### src/hdl/smbb_pkg.sv
// Shared types, constants and helper functions for the scaled mono bitmap blitter.
// Holds the microcode program, control/status structs and configuration layout.
// No dependencies.
package smbb_pkg;

  localparam int MAX_SRC_DIM = 64;
  localparam int MAX_OUT_DIM = 64;
  localparam int STORE_BYTES = 512;

  localparam int BYTE_W   = 8;
  localparam int ADDR_W   = $clog2(STORE_BYTES);
  localparam int DIM_W    = 7;
  localparam int ODIM_W   = $clog2(MAX_OUT_DIM) + 1;
  localparam int IDX_W    = $clog2(MAX_OUT_DIM);
  localparam int SIDX_W   = $clog2(MAX_SRC_DIM);
  localparam int STRIDE_W = $clog2((MAX_SRC_DIM + 7) / 8) + 1;
  localparam int RB_W     = SIDX_W + STRIDE_W;
  localparam int SCALE_W  = 12;
  localparam int REM_W    = SCALE_W + 1;
  localparam int PROD_W   = DIM_W + SCALE_W;
  localparam int DISP_W   = 9;
  localparam int CDIFF_W  = DISP_W + 2;
  localparam int COORD_W  = 16;
  localparam int MASK_W   = MAX_OUT_DIM;
  localparam int COLOR_W  = 2;
  localparam int CIDX_W   = 3;
  localparam int CDATA_W  = SCALE_W;
  localparam int ONE_Q8   = 256;

  localparam logic [CIDX_W-1:0] REG_DISPLAY_WIDTH  = 3'd0;
  localparam logic [CIDX_W-1:0] REG_DISPLAY_HEIGHT = 3'd1;
  localparam logic [CIDX_W-1:0] REG_BITMAP_WIDTH   = 3'd2;
  localparam logic [CIDX_W-1:0] REG_BITMAP_HEIGHT  = 3'd3;
  localparam logic [CIDX_W-1:0] REG_SCALE_Q8       = 3'd4;
  localparam logic [CIDX_W-1:0] REG_DRAW_COLOR     = 3'd5;

  typedef struct packed {
    logic [DISP_W-1:0]  display_width;
    logic [DISP_W-1:0]  display_height;
    logic [DIM_W-1:0]   bitmap_width;
    logic [DIM_W-1:0]   bitmap_height;
    logic [SCALE_W-1:0] scale_q8;
    logic [COLOR_W-1:0] draw_color;
  } cfg_t;

  localparam cfg_t CFG_RESET = '{
    display_width:  9'd128,
    display_height: 9'd64,
    bitmap_width:   7'd64,
    bitmap_height:  7'd64,
    scale_q8:       12'd256,
    draw_color:     2'd1
  };

  typedef logic [2:0] op_t;
  typedef logic [2:0] cond_t;
  typedef logic [2:0] upc_t;

  localparam op_t OP_WAIT    = 3'd0;
  localparam op_t OP_SIZE    = 3'd1;
  localparam op_t OP_PLACE   = 3'd2;
  localparam op_t OP_ROWSEL  = 3'd3;
  localparam op_t OP_COLS    = 3'd4;
  localparam op_t OP_EMIT    = 3'd5;
  localparam op_t OP_NEXTROW = 3'd6;
  localparam op_t OP_NOP     = 3'd7;

  localparam cond_t C_ALWAYS  = 3'd0;
  localparam cond_t C_GO      = 3'd1;
  localparam cond_t C_EMPTY   = 3'd2;
  localparam cond_t C_YSET    = 3'd3;
  localparam cond_t C_COLDONE = 3'd4;
  localparam cond_t C_OUTFREE = 3'd5;
  localparam cond_t C_NOTLAST = 3'd6;

  localparam upc_t UPC_IDLE   = 3'd0;
  localparam upc_t UPC_SIZE   = 3'd1;
  localparam upc_t UPC_PLACE  = 3'd2;
  localparam upc_t UPC_ROWSEL = 3'd3;
  localparam upc_t UPC_COLS   = 3'd4;
  localparam upc_t UPC_EMIT   = 3'd5;
  localparam upc_t UPC_NEXT   = 3'd6;
  localparam upc_t UPC_DONE   = 3'd7;

  typedef struct packed {
    op_t   op;
    cond_t cond;
    upc_t  target;
    logic  hold;
  } uword_t;

  typedef struct packed {
    logic go;
    logic empty;
    logic y_settled;
    logic col_done;
    logic out_free;
    logic not_last;
  } stat_t;

  function automatic uword_t uc_rom(input upc_t pc);
    uword_t w;
    case (pc)
      UPC_IDLE:   w = '{op: OP_WAIT,    cond: C_GO,      target: UPC_SIZE,   hold: 1'b1};
      UPC_SIZE:   w = '{op: OP_SIZE,    cond: C_ALWAYS,  target: UPC_PLACE,  hold: 1'b0};
      UPC_PLACE:  w = '{op: OP_PLACE,   cond: C_EMPTY,   target: UPC_IDLE,   hold: 1'b0};
      UPC_ROWSEL: w = '{op: OP_ROWSEL,  cond: C_YSET,    target: UPC_COLS,   hold: 1'b1};
      UPC_COLS:   w = '{op: OP_COLS,    cond: C_COLDONE, target: UPC_EMIT,   hold: 1'b1};
      UPC_EMIT:   w = '{op: OP_EMIT,    cond: C_OUTFREE, target: UPC_NEXT,   hold: 1'b1};
      UPC_NEXT:   w = '{op: OP_NEXTROW, cond: C_NOTLAST, target: UPC_ROWSEL, hold: 1'b0};
      UPC_DONE:   w = '{op: OP_NOP,     cond: C_ALWAYS,  target: UPC_IDLE,   hold: 1'b0};
      default:    w = '{op: OP_NOP,     cond: C_ALWAYS,  target: UPC_IDLE,   hold: 1'b0};
    endcase
    return w;
  endfunction

  function automatic logic [DIM_W-1:0] clamp_dim(input logic [DIM_W-1:0] d);
    logic [DIM_W-1:0] r;
    if (d == '0) begin
      r = DIM_W'(1);
    end else if (d > DIM_W'(MAX_SRC_DIM)) begin
      r = DIM_W'(MAX_SRC_DIM);
    end else begin
      r = d;
    end
    return r;
  endfunction

  function automatic logic [ODIM_W-1:0] scaled_dim(input logic [DIM_W-1:0] d,
                                                   input logic [SCALE_W-1:0] s);
    logic [PROD_W-1:0] p;
    logic [PROD_W-9:0] q;
    logic [ODIM_W-1:0] r;
    p = PROD_W'(d) * PROD_W'(s);
    q = p[PROD_W-1:8];
    if (q > (PROD_W-8)'(MAX_OUT_DIM)) begin
      r = ODIM_W'(MAX_OUT_DIM);
    end else begin
      r = q[ODIM_W-1:0];
    end
    return r;
  endfunction

  // (display - scaled) / 2, rounded toward zero
  function automatic logic signed [COORD_W-1:0] center_off(input logic [DISP_W-1:0] disp,
                                                           input logic [ODIM_W-1:0] sz);
    logic signed [CDIFF_W-1:0] diff;
    logic signed [CDIFF_W-1:0] half;
    diff = $signed(CDIFF_W'(disp)) - $signed(CDIFF_W'(sz));
    if (diff[CDIFF_W-1]) begin
      half = (diff + $signed(CDIFF_W'(1))) >>> 1;
    end else begin
      half = diff >>> 1;
    end
    return {{(COORD_W-CDIFF_W){half[CDIFF_W-1]}}, half};
  endfunction

endpackage

### src/hdl/smbb_ifs.sv
// Valid/ready channel interfaces for the input and result words.
// Depends on smbb_pkg.
interface smbb_in_if;
  import smbb_pkg::*;
  logic                      valid;
  logic                      ready;
  logic                      mode;
  logic [ADDR_W-1:0]         byte_index;
  logic [BYTE_W-1:0]         byte_value;
  logic signed [COORD_W-1:0] pos_x;
  logic signed [COORD_W-1:0] pos_y;
  logic                      center_x;
  logic                      center_y;

  modport source (output valid, mode, byte_index, byte_value, pos_x, pos_y, center_x,
                  center_y, input ready);
  modport sink (input valid, mode, byte_index, byte_value, pos_x, pos_y, center_x,
                center_y, output ready);
endinterface

interface smbb_out_if;
  import smbb_pkg::*;
  logic                      valid;
  logic                      ready;
  logic signed [COORD_W-1:0] row_y;
  logic signed [COORD_W-1:0] start_x;
  logic [MASK_W-1:0]         pixel_mask;
  logic [COLOR_W-1:0]        pixel_color;
  logic                      last;

  modport source (output valid, row_y, start_x, pixel_mask, pixel_color, last,
                  input ready);
  modport sink (input valid, row_y, start_x, pixel_mask, pixel_color, last,
                output ready);
endinterface

### src/hdl/smbb_useq.sv
// Microcode sequencer: step counter, control store lookup and conditional jumps.
// Depends on smbb_pkg.
module smbb_useq (
  input  logic           clk,
  input  logic           rst_n,
  input  smbb_pkg::stat_t stat,
  output smbb_pkg::op_t   op
);
  import smbb_pkg::*;

  upc_t   pc_r, pc_nxt;
  uword_t word;
  logic   taken;

  assign word = uc_rom(pc_r);
  assign op   = word.op;

  always_comb begin
    case (word.cond)
      C_ALWAYS:  taken = 1'b1;
      C_GO:      taken = stat.go;
      C_EMPTY:   taken = stat.empty;
      C_YSET:    taken = stat.y_settled;
      C_COLDONE: taken = stat.col_done;
      C_OUTFREE: taken = stat.out_free;
      C_NOTLAST: taken = stat.not_last;
      default:   taken = 1'b1;
    endcase
    if (taken) begin
      pc_nxt = word.target;
    end else if (word.hold) begin
      pc_nxt = pc_r;
    end else begin
      pc_nxt = pc_r + upc_t'(1);
    end
  end

  always_ff @(posedge clk) begin
    if (!rst_n) begin
      pc_r <= UPC_IDLE;
    end else begin
      pc_r <= pc_nxt;
    end
  end

endmodule

### src/hdl/smbb_dpath.sv
// Datapath: bitmap store, scaling walkers, row mask build and result register.
// Depends on smbb_pkg and smbb_ifs; driven by the op code from smbb_useq.
module smbb_dpath (
  input  logic            clk,
  input  logic            rst_n,
  input  smbb_pkg::cfg_t  cfg,
  input  smbb_pkg::op_t   op,
  output smbb_pkg::stat_t stat,
  smbb_in_if.sink         in_ch,
  smbb_out_if.source      out_ch
);
  import smbb_pkg::*;

  logic [BYTE_W-1:0] mem [STORE_BYTES];
  logic [BYTE_W-1:0] mem_q_r;
  logic [ADDR_W-1:0] rd_addr;

  logic signed [COORD_W-1:0] pos_x_r, pos_y_r;
  logic                      cen_x_r, cen_y_r;
  logic [ODIM_W-1:0]         sw_r, sw_nxt, sh_r, sh_nxt;
  logic [STRIDE_W-1:0]       stride_r, stride_nxt;
  logic signed [COORD_W-1:0] x0_r, x0_nxt, y0_r, y0_nxt;
  logic [IDX_W-1:0]          j_r, j_nxt;
  logic [SIDX_W-1:0]         sy_r, sy_nxt, sx_r, sx_nxt;
  logic [REM_W-1:0]          ry_r, ry_nxt, rx_r, rx_nxt;
  logic [ADDR_W-1:0]         row_base_r, row_base_nxt;
  logic [ODIM_W-1:0]         i_r, i_nxt;
  logic [MASK_W-1:0]         mask_r, mask_nxt;
  logic                      pend_r, pend_nxt;
  logic [IDX_W-1:0]          pidx_r;
  logic [2:0]                pbsel_r;

  logic                      out_valid_r, out_valid_nxt;
  logic signed [COORD_W-1:0] row_y_r, start_x_r;
  logic [MASK_W-1:0]         pmask_r;
  logic [COLOR_W-1:0]        color_r;
  logic                      last_r;

  logic [DIM_W-1:0]  bw_c, bh_c;
  logic [SIDX_W-1:0] bw_m1, bh_m1;
  logic [RB_W-1:0]   rb_full;
  logic              go, load_go, row_adv, col_adv, issue, out_free, last_row, pix_bit;

  assign in_ch.ready = (op == OP_WAIT);
  assign go          = in_ch.valid && in_ch.ready && in_ch.mode;
  assign load_go     = in_ch.valid && in_ch.ready && !in_ch.mode;

  assign bw_c    = clamp_dim(cfg.bitmap_width);
  assign bh_c    = clamp_dim(cfg.bitmap_height);
  assign bw_m1   = SIDX_W'(bw_c - DIM_W'(1));
  assign bh_m1   = SIDX_W'(bh_c - DIM_W'(1));
  assign rb_full = RB_W'(sy_r) * RB_W'(stride_r);

  assign row_adv  = (ry_r >= REM_W'(cfg.scale_q8)) && (sy_r != bh_m1);
  assign col_adv  = (rx_r >= REM_W'(cfg.scale_q8)) && (sx_r != bw_m1);
  assign issue    = (op == OP_COLS) && (i_r != sw_r) && !col_adv;
  assign rd_addr  = row_base_r + ADDR_W'(sx_r[SIDX_W-1:3]);
  assign out_free = !out_valid_r || out_ch.ready;
  assign last_row = (ODIM_W'(j_r) + ODIM_W'(1)) == sh_r;
  // MSB of a byte is the leftmost pixel
  assign pix_bit  = mem_q_r[~pbsel_r];

  assign stat = '{
    go:        go,
    empty:     (sw_r == '0) || (sh_r == '0),
    y_settled: !row_adv,
    col_done:  (i_r == sw_r) && !pend_r,
    out_free:  out_free,
    not_last:  !last_row
  };

  always_comb begin
    sw_nxt        = sw_r;
    sh_nxt        = sh_r;
    stride_nxt    = stride_r;
    x0_nxt        = x0_r;
    y0_nxt        = y0_r;
    j_nxt         = j_r;
    sy_nxt        = sy_r;
    ry_nxt        = ry_r;
    row_base_nxt  = row_base_r;
    i_nxt         = i_r;
    sx_nxt        = sx_r;
    rx_nxt        = rx_r;
    mask_nxt      = mask_r;
    pend_nxt      = issue;
    out_valid_nxt = out_valid_r && !out_ch.ready;
    if (pend_r) begin
      mask_nxt[pidx_r] = mask_r[pidx_r] | pix_bit;
    end
    case (op)
      OP_SIZE: begin
        sw_nxt = scaled_dim(bw_c, cfg.scale_q8);
        sh_nxt = scaled_dim(bh_c, cfg.scale_q8);
      end
      OP_PLACE: begin
        stride_nxt = STRIDE_W'((DIM_W + 1)'(bw_c) + (DIM_W + 1)'(7) >> 3);
        x0_nxt     = cen_x_r ? center_off(cfg.display_width, sw_r) : pos_x_r;
        y0_nxt     = cen_y_r ? center_off(cfg.display_height, sh_r) : pos_y_r;
        j_nxt      = '0;
        sy_nxt     = '0;
        ry_nxt     = '0;
      end
      OP_ROWSEL: begin
        if (row_adv) begin
          ry_nxt = ry_r - REM_W'(cfg.scale_q8);
          sy_nxt = sy_r + SIDX_W'(1);
        end else begin
          row_base_nxt = rb_full[ADDR_W-1:0];
          i_nxt        = '0;
          sx_nxt       = '0;
          rx_nxt       = '0;
          mask_nxt     = '0;
        end
      end
      OP_COLS: begin
        if (i_r != sw_r) begin
          if (col_adv) begin
            rx_nxt = rx_r - REM_W'(cfg.scale_q8);
            sx_nxt = sx_r + SIDX_W'(1);
          end else begin
            i_nxt = i_r + ODIM_W'(1);
            if (sx_r != bw_m1) begin
              rx_nxt = rx_r + REM_W'(ONE_Q8);
            end
          end
        end
      end
      OP_EMIT: begin
        if (out_free) begin
          out_valid_nxt = 1'b1;
        end
      end
      OP_NEXTROW: begin
        if (!last_row) begin
          j_nxt = j_r + IDX_W'(1);
          if (sy_r != bh_m1) begin
            ry_nxt = ry_r + REM_W'(ONE_Q8);
          end
        end
      end
      default: ;
    endcase
  end

  always_ff @(posedge clk) begin
    if (load_go) begin
      mem[in_ch.byte_index] <= in_ch.byte_value;
    end
    mem_q_r <= mem[rd_addr];
  end

  always_ff @(posedge clk) begin
    if (!rst_n) begin
      pend_r      <= 1'b0;
      out_valid_r <= 1'b0;
    end else begin
      pend_r      <= pend_nxt;
      out_valid_r <= out_valid_nxt;
    end
  end

  always_ff @(posedge clk) begin
    if (go) begin
      pos_x_r <= in_ch.pos_x;
      pos_y_r <= in_ch.pos_y;
      cen_x_r <= in_ch.center_x;
      cen_y_r <= in_ch.center_y;
    end
    sw_r       <= sw_nxt;
    sh_r       <= sh_nxt;
    stride_r   <= stride_nxt;
    x0_r       <= x0_nxt;
    y0_r       <= y0_nxt;
    j_r        <= j_nxt;
    sy_r       <= sy_nxt;
    ry_r       <= ry_nxt;
    row_base_r <= row_base_nxt;
    i_r        <= i_nxt;
    sx_r       <= sx_nxt;
    rx_r       <= rx_nxt;
    mask_r     <= mask_nxt;
    if (issue) begin
      pidx_r  <= i_r[IDX_W-1:0];
      pbsel_r <= sx_r[2:0];
    end
    if (op == OP_EMIT && out_free) begin
      row_y_r   <= y0_r + COORD_W'(j_r);
      start_x_r <= x0_r;
      pmask_r   <= mask_r;
      color_r   <= cfg.draw_color;
      last_r    <= last_row;
    end
  end

  assign out_ch.valid       = out_valid_r;
  assign out_ch.row_y       = row_y_r;
  assign out_ch.start_x     = start_x_r;
  assign out_ch.pixel_mask  = pmask_r;
  assign out_ch.pixel_color = color_r;
  assign out_ch.last        = last_r;

endmodule

### src/hdl/scaled_mono_bitmap_blitter.sv
// Top level of the scaled mono bitmap blitter: configuration registers,
// microcode sequencer and datapath. Depends on smbb_pkg, smbb_ifs, smbb_useq, smbb_dpath.
//
// in_ch takes words of two kinds. mode 0 writes byte_value to the bitmap
// store at byte_index and gives no result. mode 1 starts a draw
// of the stored bitmap scaled by scale_q8, placed at pos_x/pos_y or centered.
// out_ch gives one word per scaled row, top to bottom, with a 64-bit pixel
// mask; last marks the final row. A draw whose scaled size is zero gives none.
// cfg_we/cfg_index/cfg_wdata write the six configuration registers; write
// them only while no draw is running.
// The bitmap store is read one byte per output pixel. in_ch.ready is high
// only between draws. The result register holds a row while the receiver
// stalls; the next row is built behind it and waits for the register to free.
// Reset (rst_n low at a clock edge) restores the register defaults and drops
// any draw in progress; the bitmap store keeps its contents.
module scaled_mono_bitmap_blitter (
  input  logic                           clk,
  input  logic                           rst_n,
  smbb_in_if.sink                        in_ch,
  smbb_out_if.source                     out_ch,
  input  logic                           cfg_we,
  input  logic [smbb_pkg::CIDX_W-1:0]    cfg_index,
  input  logic [smbb_pkg::CDATA_W-1:0]   cfg_wdata
);
  import smbb_pkg::*;

  cfg_t  cfg_r;
  op_t   op;
  stat_t stat;

  always_ff @(posedge clk) begin
    if (!rst_n) begin
      cfg_r <= CFG_RESET;
    end else if (cfg_we) begin
      case (cfg_index)
        REG_DISPLAY_WIDTH:  cfg_r.display_width  <= cfg_wdata[DISP_W-1:0];
        REG_DISPLAY_HEIGHT: cfg_r.display_height <= cfg_wdata[DISP_W-1:0];
        REG_BITMAP_WIDTH:   cfg_r.bitmap_width   <= cfg_wdata[DIM_W-1:0];
        REG_BITMAP_HEIGHT:  cfg_r.bitmap_height  <= cfg_wdata[DIM_W-1:0];
        REG_SCALE_Q8:       cfg_r.scale_q8       <= cfg_wdata[SCALE_W-1:0];
        REG_DRAW_COLOR:     cfg_r.draw_color     <= cfg_wdata[COLOR_W-1:0];
        default: ;
      endcase
    end
  end

  smbb_useq u_useq (
    .clk   (clk),
    .rst_n (rst_n),
    .stat  (stat),
    .op    (op)
  );

  smbb_dpath u_dpath (
    .clk    (clk),
    .rst_n  (rst_n),
    .cfg    (cfg_r),
    .op     (op),
    .stat   (stat),
    .in_ch  (in_ch),
    .out_ch (out_ch)
  );

endmodule

### src/flat_wrapper.sv
// flat-port wrapper written by rule: the top's interface ports become plain ports
module scaled_mono_bitmap_blitter_flat import smbb_pkg::*;
  (clk, rst_n, cfg_we, cfg_index, cfg_wdata, in_ch_valid, in_ch_mode, in_ch_byte_index, in_ch_byte_value, in_ch_pos_x, in_ch_pos_y, in_ch_center_x, in_ch_center_y, in_ch_ready, out_ch_valid, out_ch_row_y, out_ch_start_x, out_ch_pixel_mask, out_ch_pixel_color, out_ch_last, out_ch_ready);
  smbb_in_if in_ch_i ();
  smbb_out_if out_ch_i ();
  input  logic clk;
  input  logic rst_n;
  input  logic cfg_we;
  input  logic [smbb_pkg::CIDX_W-1:0] cfg_index;
  input  logic [smbb_pkg::CDATA_W-1:0] cfg_wdata;
  input wire logic [$bits(in_ch_i.valid)-1:0] in_ch_valid;
  input wire logic [$bits(in_ch_i.mode)-1:0] in_ch_mode;
  input wire logic [$bits(in_ch_i.byte_index)-1:0] in_ch_byte_index;
  input wire logic [$bits(in_ch_i.byte_value)-1:0] in_ch_byte_value;
  input wire logic [$bits(in_ch_i.pos_x)-1:0] in_ch_pos_x;
  input wire logic [$bits(in_ch_i.pos_y)-1:0] in_ch_pos_y;
  input wire logic [$bits(in_ch_i.center_x)-1:0] in_ch_center_x;
  input wire logic [$bits(in_ch_i.center_y)-1:0] in_ch_center_y;
  output wire logic [$bits(in_ch_i.ready)-1:0] in_ch_ready;
  output wire logic [$bits(out_ch_i.valid)-1:0] out_ch_valid;
  output wire logic [$bits(out_ch_i.row_y)-1:0] out_ch_row_y;
  output wire logic [$bits(out_ch_i.start_x)-1:0] out_ch_start_x;
  output wire logic [$bits(out_ch_i.pixel_mask)-1:0] out_ch_pixel_mask;
  output wire logic [$bits(out_ch_i.pixel_color)-1:0] out_ch_pixel_color;
  output wire logic [$bits(out_ch_i.last)-1:0] out_ch_last;
  input wire logic [$bits(out_ch_i.ready)-1:0] out_ch_ready;
  assign in_ch_i.valid = in_ch_valid;
  assign in_ch_i.mode = in_ch_mode;
  assign in_ch_i.byte_index = in_ch_byte_index;
  assign in_ch_i.byte_value = in_ch_byte_value;
  assign in_ch_i.pos_x = in_ch_pos_x;
  assign in_ch_i.pos_y = in_ch_pos_y;
  assign in_ch_i.center_x = in_ch_center_x;
  assign in_ch_i.center_y = in_ch_center_y;
  assign in_ch_ready = in_ch_i.ready;
  assign out_ch_valid = out_ch_i.valid;
  assign out_ch_row_y = out_ch_i.row_y;
  assign out_ch_start_x = out_ch_i.start_x;
  assign out_ch_pixel_mask = out_ch_i.pixel_mask;
  assign out_ch_pixel_color = out_ch_i.pixel_color;
  assign out_ch_last = out_ch_i.last;
  assign out_ch_i.ready = out_ch_ready;
  scaled_mono_bitmap_blitter u_core (.clk(clk), .rst_n(rst_n), .in_ch(in_ch_i), .out_ch(out_ch_i), .cfg_we(cfg_we), .cfg_index(cfg_index), .cfg_wdata(cfg_wdata));
endmodule
### config.mk
export PLATFORM = sky130hd
export DESIGN_NAME = scaled_mono_bitmap_blitter_flat
export DESIGN_NICKNAME = d
export VERILOG_FILES = /design/src/hdl/smbb_pkg.sv /design/src/hdl/smbb_ifs.sv /design/src/hdl/smbb_useq.sv /design/src/hdl/smbb_dpath.sv /design/src/hdl/scaled_mono_bitmap_blitter.sv /design/src/flat_wrapper.sv
export SDC_FILE = /design/constraint.sdc
export NUM_CORES = 2
export LEC_CHECK = 0
export BUFFER_PORTS_ARGS = -buffer_cell sky130_fd_sc_hd__buf_2
export CORE_ASPECT_RATIO = 1.75
export CORE_MARGIN = 3
export CORE_UTILIZATION = 35
export CTS_BUF_LIST = sky130_fd_sc_hd__clkbuf_4 sky130_fd_sc_hd__clkbuf_8
export CTS_CLUSTER_SIZE = 28
export DETAILED_ROUTE_END_ITERATION = 12
export PLACE_DENSITY = 0.46
export SYNTH_ARGS = -nofsm -noshare
export SYNTH_HDL_FRONTEND = slang
export SYNTH_MEMORY_MAX_BITS = 65536
export SYNTH_SLANG_ARGS = --single-unit
### constraint.sdc
create_clock -name clk -period 6.92 [get_ports clk]
set_clock_uncertainty 0.1 [all_clocks]
set_input_delay 0.692 -clock clk [delete_from_list [all_inputs] [get_ports clk]]
set_output_delay 0.692 -clock clk [all_outputs]
set_load 0.005 [all_outputs]
==> flow_metrics.env <==
export IMPL_tightest_slew_ns=1.28
export IMPL_grt_first_pass_wirelength_um=764000
export IMPL_ys_seq_area_frac=0.732
export IMPL_hold_path_class="in -> reg"
export IMPL_rows=349
export IMPL_max_slew_margin_rel=0.145
export IMPL_wl_um=542000
export IMPL_grt_usage=0.202
export IMPL_cts_buffers=667
export IMPL_grt_pass1_vias=98700
export IMPL_die_h_um=960
export IMPL_cts_tree="built"
export IMPL_p_leak_nw=65.1
export IMPL_die_area_um2=529000
export IMPL_grt_antenna_before_repair=28
export IMPL_syn_avg_cell_area_um2=20.0
export IMPL_synth_nets=9431
export IMPL_ys_types=91
export IMPL_place_area_um2=192000
export IMPL_via_count=91500
export IMPL_htree_levels=6
export IMPL_critPathBufInv=0
export IMPL_finalHoldViolCount=0
export IMPL_powerDensity_nw_per_um2=275
export IMPL_worst_endpoint_arrival_ns=7.08
export IMPL_grt_start_max_net_pins=177
export IMPL_path_clk_slew_ns=0.08
export IMPL_grt_overflow=0
export IMPL_status="completed"
export IMPL_power_mw=56.5
export IMPL_whs_ns=0.172
export IMPL_ant_nets=0
export IMPL_die_x_um=551
export IMPL_required_ns=7.67
export IMPL_crit_path_end_kind="flip-flop"
export IMPL_p_int_mw=42.6
export IMPL_netlist_area_um2=182000
export IMPL_fp_coreArea_um2=517000
export IMPL_cts_root_buffer="clkbuf_8"
export IMPL_vias_per_cell=5.32
export IMPL_max_stage_delay_ns=0.76
export IMPL_max_freq_mhz=158
export IMPL_async_reset_ff_frac=0
export IMPL_report_final_slew_viol_count=0
export IMPL_r2r_cells=15
export IMPL_hold_depth=2
export IMPL_pwr_share_clk=0.375
export IMPL_start_util=0.352
export IMPL_cp_common_cell="fa_1"
export IMPL_start_kind="flip-flop"
export IMPL_finalNetCount=10100
export IMPL_ys_seq_elements=4481
export IMPL_slowest_stage="nor2b_1"
export IMPL_wl_per_cell_um=31.5
export IMPL_critPathKind="reg -> reg"
export IMPL_final_util=0.398
export IMPL_synth_warnings=0
export IMPL_cp_depth=15
export IMPL_first_pass_iters=6
export IMPL_p_comb_frac=0.088
export IMPL_crit_chain="nor2b_1, and2_1, fa_1, fa_1, fa_1, fa_1, ha_1, a21oi_1, o2111ai_1, a21oi_1, nand4bb_1, a21oi_1, a2111oi_0, o211ai_1, or2_2"
export IMPL_setup_viol=0
export IMPL_post_dp_hpwl_um=352000
export IMPL_syn2layout_area_growth_pct=12.9
export IMPL_cap_violations=0
export IMPL_switching_share=0.245
export IMPL_m1WireLength_um=195000
export IMPL_drc=0
export IMPL_wl_met2_um=303000
export IMPL_vdd_drop_max_v=0.000138
export IMPL_cp_top_family="adder cells"
export IMPL_fin_area_um2=206000
export IMPL_numClockSinks=4481
export IMPL_port_buffers=172
export IMPL_rsz0062_at_grt="false"
export IMPL_period_share=0.914
export IMPL_synth_edf_count=4348
export IMPL_synth_cells=9104
export IMPL_drive_gt1_frac=0.272
export IMPL_gp_congestion=0.839
export IMPL_top_layer_used="met5"
export IMPL_post_route_min_period_ns=6.33
export IMPL_p_sw_mw=13.8
export IMPL_insertion_delay_ns=1.15
export IMPL_seq_power_share=0.537
export IMPL_wl_met3_um=21400
export IMPL_cts_buffer_depth=4
export IMPL_drtIter0Drc=7126
export IMPL_ys_flop_type="edfxtp_1"
export IMPL_tns_ns=0
export IMPL_cp_max_fo=13
export IMPL_boundaryPins=173
==> state kept, by name, summed over array words and instances (netlist names), 7 cells and up <==
signal / count
u_core.u_dpath.out_ch.start_x: 16
u_core.u_dpath.y0_r: 16
u_core.u_dpath.pos_y_r: 16
u_core.u_dpath.out_ch.pixel_mask: 64
u_core.cfg_r: 46
u_core.u_dpath.mask_r: 64
u_core.u_dpath.rx_r: 13
u_core.u_dpath.pos_x_r: 16
u_core.u_dpath.i_r: 7
u_core.u_dpath.sw_r: 7
u_core.u_dpath.mem_q_r: 8
u_core.u_dpath.sh_r: 7
u_core.u_useq.word: 10
u_core.u_dpath.out_ch.row_y: 16
u_core.u_dpath.mem: 4096
u_core.u_dpath.x0_r: 16
u_core.u_dpath.row_base_r: 9
u_core.u_dpath.ry_r: 13
==> power by group through the flow <==
stage | Clock [mW] | Sequential [mW] | Combinational, mW
6_report | 21.1 | 30.3 | 4.96
5_1_grt | 22.9 | 30.3 | 5.32
4_1_cts | 21.8 | 30.3 | 5.10
2_1_floorplan | 0 | 30.7 | 2.92
3_5_place_dp | 0 | 30.9 | 5.04
3_3_place_gp | 0 | 30.9 | 4.99
==> metal layers <==
layer,global-route usage,vias to the layer above
li1,-,38400
met1,0.226,49600
met2,0.383,2534
met3,0.0260,887
met4,0.0801,6
met5,0,-
==> Yosys cell counts, types with 8 or more instances <==
| library cell | n | area (um2) |
|---|---|---|
| edfxtp_1 | 4348 | 131000 |
| mux4_2 | 1277 | 28800 |
| nor2_1 | 818 | 3070 |
| nand2_1 | 332 | 1250 |
| clkbuf_1 | 250 | 938 |
| inv_1 | 179 | 672 |
| nor3_1 | 158 | 791 |
| ha_1 | 145 | 1810 |
| a21oi_1 | 136 | 681 |
| dfxtp_1 | 133 | 2660 |
| buf_2 | 123 | 616 |
| fa_1 | 110 | 2200 |
| and2_1 | 85 | 532 |
| nand3_1 | 83 | 415 |
| mux2i_1 | 78 | 781 |
| o21ai_0 | 66 | 330 |
| xnor2_1 | 65 | 569 |
| nor2b_1 | 64 | 400 |
| xor2_1 | 59 | 517 |
| buf_4 | 52 | 390 |
| buf_1 | 39 | 146 |
| a22oi_1 | 36 | 270 |
| buf_6 | 35 | 394 |
| o22ai_1 | 35 | 219 |
| nand4_1 | 31 | 194 |
| a21o_1 | 27 | 203 |
| nand2b_1 | 24 | 150 |
| or3_1 | 21 | 131 |
| or4_1 | 21 | 158 |
| a211oi_1 | 20 | 150 |
| and3_1 | 19 | 119 |
| nor4_1 | 18 | 113 |
| o211ai_1 | 17 | 128 |
| nor3b_1 | 14 | 105 |
| nand3b_1 | 10 | 75.1 |
| a31oi_1 | 9 | 56.3 |
| o22a_1 | 9 | 78.8 |
| o31ai_1 | 9 | 67.6 |
| o41ai_1 | 9 | 78.8 |
| or2_2 | 9 | 56.3 |
| a2111oi_0 | 8 | 70.1 |
==> worst register-to-register path: cells and delay by family (launching register included) <==
kind            cells  cell delay, ns
fa+ha+maj           5            2.24
compound gates      6            1.61
flops               1            0.45
simple gates        4            1.63
==> stage by stage <==
step | worst slack (ns) | std cells
floorplan | 1.05 | 9104
global placement | 0.623 | 15900
detailed placement | 0.642 | 15900
CTS | 0.544 | 17100
global route | 0.164 | 17200
finish | 0.592 | 17200
==> kinds of logic after synthesis <==
logic type / after synthesis / synth area share
AND/OR/NAND/NOR: 1737 / 0.0432
buffers and inverters: 686 / 0.0176
multiplexers: 1361 / 0.163
adder cells (fa/ha/maj): 255 / 0.0221
XOR/XNOR: 124 / 0.00597
AO/OA/AOI/OAI: 460 / 0.0167
flip-flops: 4481 / 0.732
==> timing repair <==
action | CTS | global route
setup buffers | 0 | 0
hold endpoints to repair | 437 | 0
gates resized for setup | 0 | 0
hold buffers | 70 | 0
==> layout make-up <==
| type | count | area [um2] |
|---|---|---|
| multi-input combinational | 3937 | 45900 |
| timing repair buffer | 506 | 4300 |
| tap | 6844 | 8560 |
| antenna | 49 | 123 |
| clock buffer | 875 | 10900 |
| sequential | 4481 | 133000 |
| clock inverter | 311 | 1830 |
| inverter | 185 | 694 |
| fill | 46600 | 311000 |
==> final timing paths <==
kind                                                        start                                          end  slack, ns
worst max-delay path                u_core.cfg_r[23]$_SDFFE_PN0P_         u_core.u_dpath.sw_r[6]$_SDFFCE_PN1N_       0.59
worst max register to register      u_core.cfg_r[23]$_SDFFE_PN0P_         u_core.u_dpath.sw_r[6]$_SDFFCE_PN1N_       0.59
worst min-delay path                              in_ch_pos_x[14]         u_core.u_dpath.pos_x_r[14]$_DFFE_PP_       0.17
worst min register to register  u_core.u_dpath.x0_r[14]$_DFFE_PP_  u_core.u_dpath.out_ch.start_x[14]$_DFFE_PP_       0.32
==> placed cells by master, fill, tap and decap left out, drive strengths merged, types with 137 or more instances in the layout <==
cell type,synthesis,layout
nand2,333,333
edfxtp,4348,4348
ha,145,145
clkbuf,250,875
nor3,159,159
inv,180,205
buf,251,436
nor2,818,818
a21oi,137,137
mux4,1277,1277
clkinv,5,262
No activity file was read; power rests on OpenSTA's default activity.
